===== src/design/mrc_pkg.sv =====
`default_nettype none
package mrc_pkg;

	localparam logic [15:0] CRC_INIT     = 16'hFFFF;
	localparam logic [15:0] CRC_POLY     = 16'hA001;
	localparam logic [7:0]  MIN_FRAME    = 8'd5;
	localparam logic [7:0]  POS_MAX      = 8'd255;
	localparam int          HEADER_BYTES = 3;

	// one classified request: a finished word, a status, or both
	typedef struct packed {
		logic        has_word;
		logic [15:0] word;
		logic        has_status;
		logic        good;
		logic [7:0]  len;
	} rec_t;

	typedef struct packed {
		logic full;
		logic empty;
	} fifo_stat_t;

endpackage
`default_nettype wire


===== src/design/mrc_front.sv =====
`default_nettype none
module mrc_front (
	input  wire                logic clk,
	input  wire                logic arst_n,
	input  wire                logic [7:0] frame_byte,
	input  wire                logic end_of_frame,
	input  wire                logic byte_valid,
	output logic               byte_ready,
	input  wire                mrc_pkg::fifo_stat_t stat,
	output logic               push,
	output mrc_pkg::rec_t      rec
);
	import mrc_pkg::*;

	localparam logic [7:0] DATA_POS = 8'(HEADER_BYTES + 2);

	logic [15:0] crc_q;
	logic [7:0]  held0_q, held1_q, pos_q, hi_q;
	logic        pend_q;

	logic        accept, released, data_byte, word_done;
	logic [15:0] crc_rel, crc_n;
	logic [7:0]  pos_inc;

	function automatic logic [15:0] crc_feed(input logic [15:0] crc, input logic [7:0] b);
		logic [15:0] c;
		c = crc ^ {8'h00, b};
		for (int k = 0; k < 8; k++) begin
			if (c[0])
				c = (c >> 1) ^ CRC_POLY;
			else
				c = c >> 1;
		end
		return c;
	endfunction

	assign byte_ready = !stat.full;
	assign accept     = byte_valid && byte_ready;

	always_comb begin
		released  = pos_q >= 8'd2;
		data_byte = released && (pos_q >= DATA_POS);
		word_done = data_byte && pend_q;
		crc_rel   = crc_feed(crc_q, held0_q);
		crc_n     = released ? crc_rel : crc_q;
		pos_inc   = (pos_q == POS_MAX) ? pos_q : pos_q + 8'd1;

		rec.has_word   = word_done;
		rec.word       = {hi_q, held0_q};
		rec.has_status = end_of_frame;
		rec.good       = (pos_inc >= MIN_FRAME) && ({frame_byte, held1_q} == crc_n);
		rec.len        = pos_inc;
		push           = accept && (word_done || end_of_frame);
	end

	always_ff @(posedge clk or negedge arst_n) begin
		if (!arst_n) begin
			crc_q   <= CRC_INIT;
			held0_q <= '0;
			held1_q <= '0;
			pos_q   <= '0;
			hi_q    <= '0;
			pend_q  <= 1'b0;
		end else if (accept) begin
			if (end_of_frame) begin
				crc_q   <= CRC_INIT;
				held0_q <= '0;
				held1_q <= '0;
				pos_q   <= '0;
				hi_q    <= '0;
				pend_q  <= 1'b0;
			end else begin
				crc_q   <= crc_n;
				held0_q <= held1_q;
				held1_q <= frame_byte;
				pos_q   <= pos_inc;
				if (data_byte) begin
					if (pend_q) begin
						pend_q <= 1'b0;
					end else begin
						hi_q   <= held0_q;
						pend_q <= 1'b1;
					end
				end
			end
		end
	end

endmodule
`default_nettype wire


===== config.mk =====
export PLATFORM = sky130hd
export DESIGN_NAME = mrc_front
export DESIGN_NICKNAME = d
export VERILOG_FILES = /design/src/design/mrc_pkg.sv /design/src/design/mrc_front.sv
export SDC_FILE = /design/constraint.sdc
export NUM_CORES = 1
export LEC_CHECK = 0
export ABC_AREA = 1
export BUFFER_PORTS_ARGS = -buffer_cell sky130_fd_sc_hd__buf_2
export CAP_MARGIN = 20
export CELL_PAD_IN_SITES_DETAIL_PLACEMENT = 0
export CELL_PAD_IN_SITES_GLOBAL_PLACEMENT = 1
export CORE_MARGIN = 3
export CORE_UTILIZATION = 44
export CTS_CLUSTER_SIZE = 10
export DETAILED_ROUTE_END_ITERATION = 16
export GPL_TIMING_DRIVEN = 0
export PLACE_DENSITY = 0.9
export SYNTH_ARGS = -nofsm -noshare
export SYNTH_HDL_FRONTEND = slang
export SYNTH_SLANG_ARGS = --single-unit

===== constraint.sdc =====
create_clock -name clk -period 5.8 [get_ports clk]
set_input_delay 0.58 -clock clk [delete_from_list [all_inputs] [get_ports clk]]
set_output_delay 0.58 -clock clk [all_outputs]
set_load 0.02 [all_outputs]

==> metrics.csv <==
stage,metric,value,unit
floorplanning,core area,6830,sq um
logic_synthesis,main area contributors after synthesis,"dfrtp_1 (26%), nand2_1 (20%), dfstp_2 (13%)",
detailed_routing,drt first pass iters,5,
final_layout,final net count,523,
clocking,CTS tree,yes,
placement,Post-Place Worst Slack,2810,ps
run,max_cap viols,0,
final_layout,Layout Utilization,52.2,%
floorplanning,DIE HEIGHT,90.2,microns
critical_path,Critical Setup Path Class,flip-flop to output pin,
logic_synthesis,Synth Register Bits,49,
logic_synthesis,Synth Net Count,474,
timing,final number of setup-violating endpoints,0,
detailed_routing,vias per inst,5.03,
logic_synthesis,"Distinct cells, synth",29,
final_layout,Fill cells,741,
timing,Sum Neg Setup Slack,0,ps
final_layout,antenna diode count,0,
clocking,Clock Sinks,49,
logic_synthesis,dominant cell type by area after synthesis,dfrtp_1,
timing,Slew headroom,37.4,%
floorplanning,DIE AREA,8140,sq um
clocking,clk_lat worst skew,310,ps
logic_synthesis,Ys Warns,0,
critical_path,slowest cell delay on critical path,420,ps
timing,fin crit period,3340,ps
logic_synthesis,sequential share of the synthesized area,40.0,%
detailed_routing,DR WL/cell,13.9,microns
floorplanning,Site Rows,30,
logic_synthesis,Synth Instances,456,
clocking,Worst-path clk slew,90,ps
global_route,total grt overflow,0,
global_route,Total GRT Usage,21.9,%
timing,worst slew pin tran,936,ps
clocking,CTS H-Tree Depth,2,
final_layout,share of layout cells above drive strength 1,17.2,%
detailed_routing,overall routed net length,8350,microns
pwr,Pleak,2.03,nW
floorplanning,initial core utilization,45.7,%
timing,f_max,299,MHz
detailed_routing,total number of vias,3028,
critical_path,worst path cell trace,"inv_1, ha_1, nor3_4, buf_4, nand3_1, nand3_1, nand2_1, nor2_1, nand2_1, nor2_1, nand2_1, nor2_1, nand3_1, nor2_1, buf_2",
critical_path,slowest cell on the critical path,dfrtp_1,
timing,RSZ-0062 raised after global routing,false,
timing,Final period util,57.6,%
floorplanning,Die W,90.2,microns
critical_path,CP Data Required Time,5220,ps
pwr,pwr dens,400,nW/um^2
clocking,Max Root-Sink Buffers,2,
timing,final hold vios,0,
critical_path,WP data arrival,2760,ps
clocking,CTS resizes,0,
timing,PnR worst setup slack,2460,ps
critical_path,crit end category,output pin,
clocking,total CTS buffers,5,
critical_path,"Max FO, Critical Path",10,
timing,worst clock skew,5.98,ps
timing,Slew Limit Fails,0,
critical_path,Startpoint Class,flip-flop,
clocking,CTS Root Cell,clkbuf_8,
global_route,initial antenna violation count,0,
final_layout,area of the multi-input gates,1490,sq um
clocking,Post-CTS Hold Buffers,0,
placement,Final GP Congestion,0.833,
detailed_routing,DRC viols,0,
clocking,Post-CTS Setup Bufs,0,
global_route,pin count of the biggest net entering global routing,32,
logic_synthesis,Mapped Avg Cell Area,6.84,sq um
global_route,first-pass GRT wire length,14300,microns
logic_synthesis,top cell type's share of synthesized area,26.5,%
detailed_routing,post-route antenna net violation count,0,
placement,detailed placer's ending HPWL,6310,microns
final_layout,area grow syn2layout,14.3,%
final_layout,Reg area,1250,sq um
placement,area post-placement,3460,sq um
detailed_routing,DRT iter0 DRCs,149,
placement,IO Port Bufs,41,
floorplanning,num ports,43,
global_route,vias in the first global route,2871,
run_status,status,"complete, no violations",
pwr,Max VDD drop,0.188,mV
critical_path,"most used cell, CP",nor2_1,
logic_synthesis,mapped cell area,3120,sq um
hold_path,Hold Path Class,input port to asynchronous set/reset pin,
final_layout,design area,3570,sq um
## through the flow
stage / power [mW] / instances / hold slack [ps]
global placement: 1.19 / 593 / 501
CTS: 1.43 / 602 / 228
floorplan: 1.03 / 456 / 284
detailed placement: 1.20 / 594 / 517
global route: 1.58 / 602 / 249
finish: 1.43 / 602 / 208
## per-layer routing
metal	vias to the layer above	wire length [microns]	global-route usage, %
li1	1547	-	-
met1	1386	3980	31.3
met2	80	3800	34.0
met3	15	399	3.26
met4	0	177	7.53
met5	-	0	0
## path summary, 6_finish.rpt
path | from | depth (start not counted) | slack (ps) | end
worst min register to register | crc_q[13] | 2 | 530 | crc_q[13]
worst min-delay path | arst_n | 1 | 210 | hi_q[3]
max in group asynchronous | arst_n | 2 | 5000 | crc_q[13]
worst max-delay path | pos_q[0] | 15 | 2460 | rec[8]
worst max register to register | pos_q[1] | 8 | 3770 | hi_q[0]
min in group clk | crc_q[13] | 2 | 530 | crc_q[13]
## layout make-up
class,instances,area share (%)
clock inverter,1,0.140
multi-input combinational,313,41.8
sequential,49,34.9
tap,96,3.37
inverter,81,8.53
clock buffer,7,2.70
timing repair buffer,42,6.32
buffer,13,2.25
## sequential cells by signal, summed over array words and instances, names as in the netlist
name / cells
crc_q: 16
held0_q: 8
held1_q: 8
hi_q: 8
pend_q: 1
pos_q: 8
## worst max-delay path: cells and delay by family (launching register included)
family	cells	cell delay, ps
flops	1	420
fa+ha+maj	1	240
simple gates	11	1250
buf+inv	3	530
## kinds of logic (layout without fill, tap and decap cells)
family | count (synthesis) | in the layout | synth area share (%)
AO/OA/AOI/OAI | 56 | 56 | 10.9
XOR/XNOR | 4 | 4 | 1.12
adder cells (fa/ha/maj) | 4 | 4 | 1.60
buffers and inverters | 94 | 144 | 12.3
flip-flops | 49 | 49 | 40.0
AND/OR/NAND/NOR | 249 | 249 | 34.1
## report_power, final
group,internal [mW],switching [mW]
clock,0.108,0.117
combinational,0.245,0.461
sequential,0.435,0.0602
total,0.788,0.638
## synthesized netlist by cell type, drive strengths merged
library cell / instances
a21oi: 4
a22o: 1
a22oi: 3
buf: 9
clkbuf: 4
clkinv: 1
dfrtp: 33
dfstp: 16
ha: 4
inv: 80
nand2: 173
nand3: 49
nand3b: 1
nand4: 2
nor2: 19
nor3: 3
nor4: 1
o21ai: 10
o22ai: 38
or2: 1
xor2: 4
## layout by cell type, fill, tap and decap left out, drive strengths merged
cell      n
a22oi     3
nor2     19
inv      80
nor4      1
o22ai    38
dfrtp    33
or2       1
nor3      3
ha        4
a21oi     4
nand4     2
xor2      4
clkinv    2
buf      51
clkbuf   11
nand3    49
nand2   173
o21ai    10
dfstp    16
nand3b    1
a22o      1
Power figures use the tool's default switching activity.
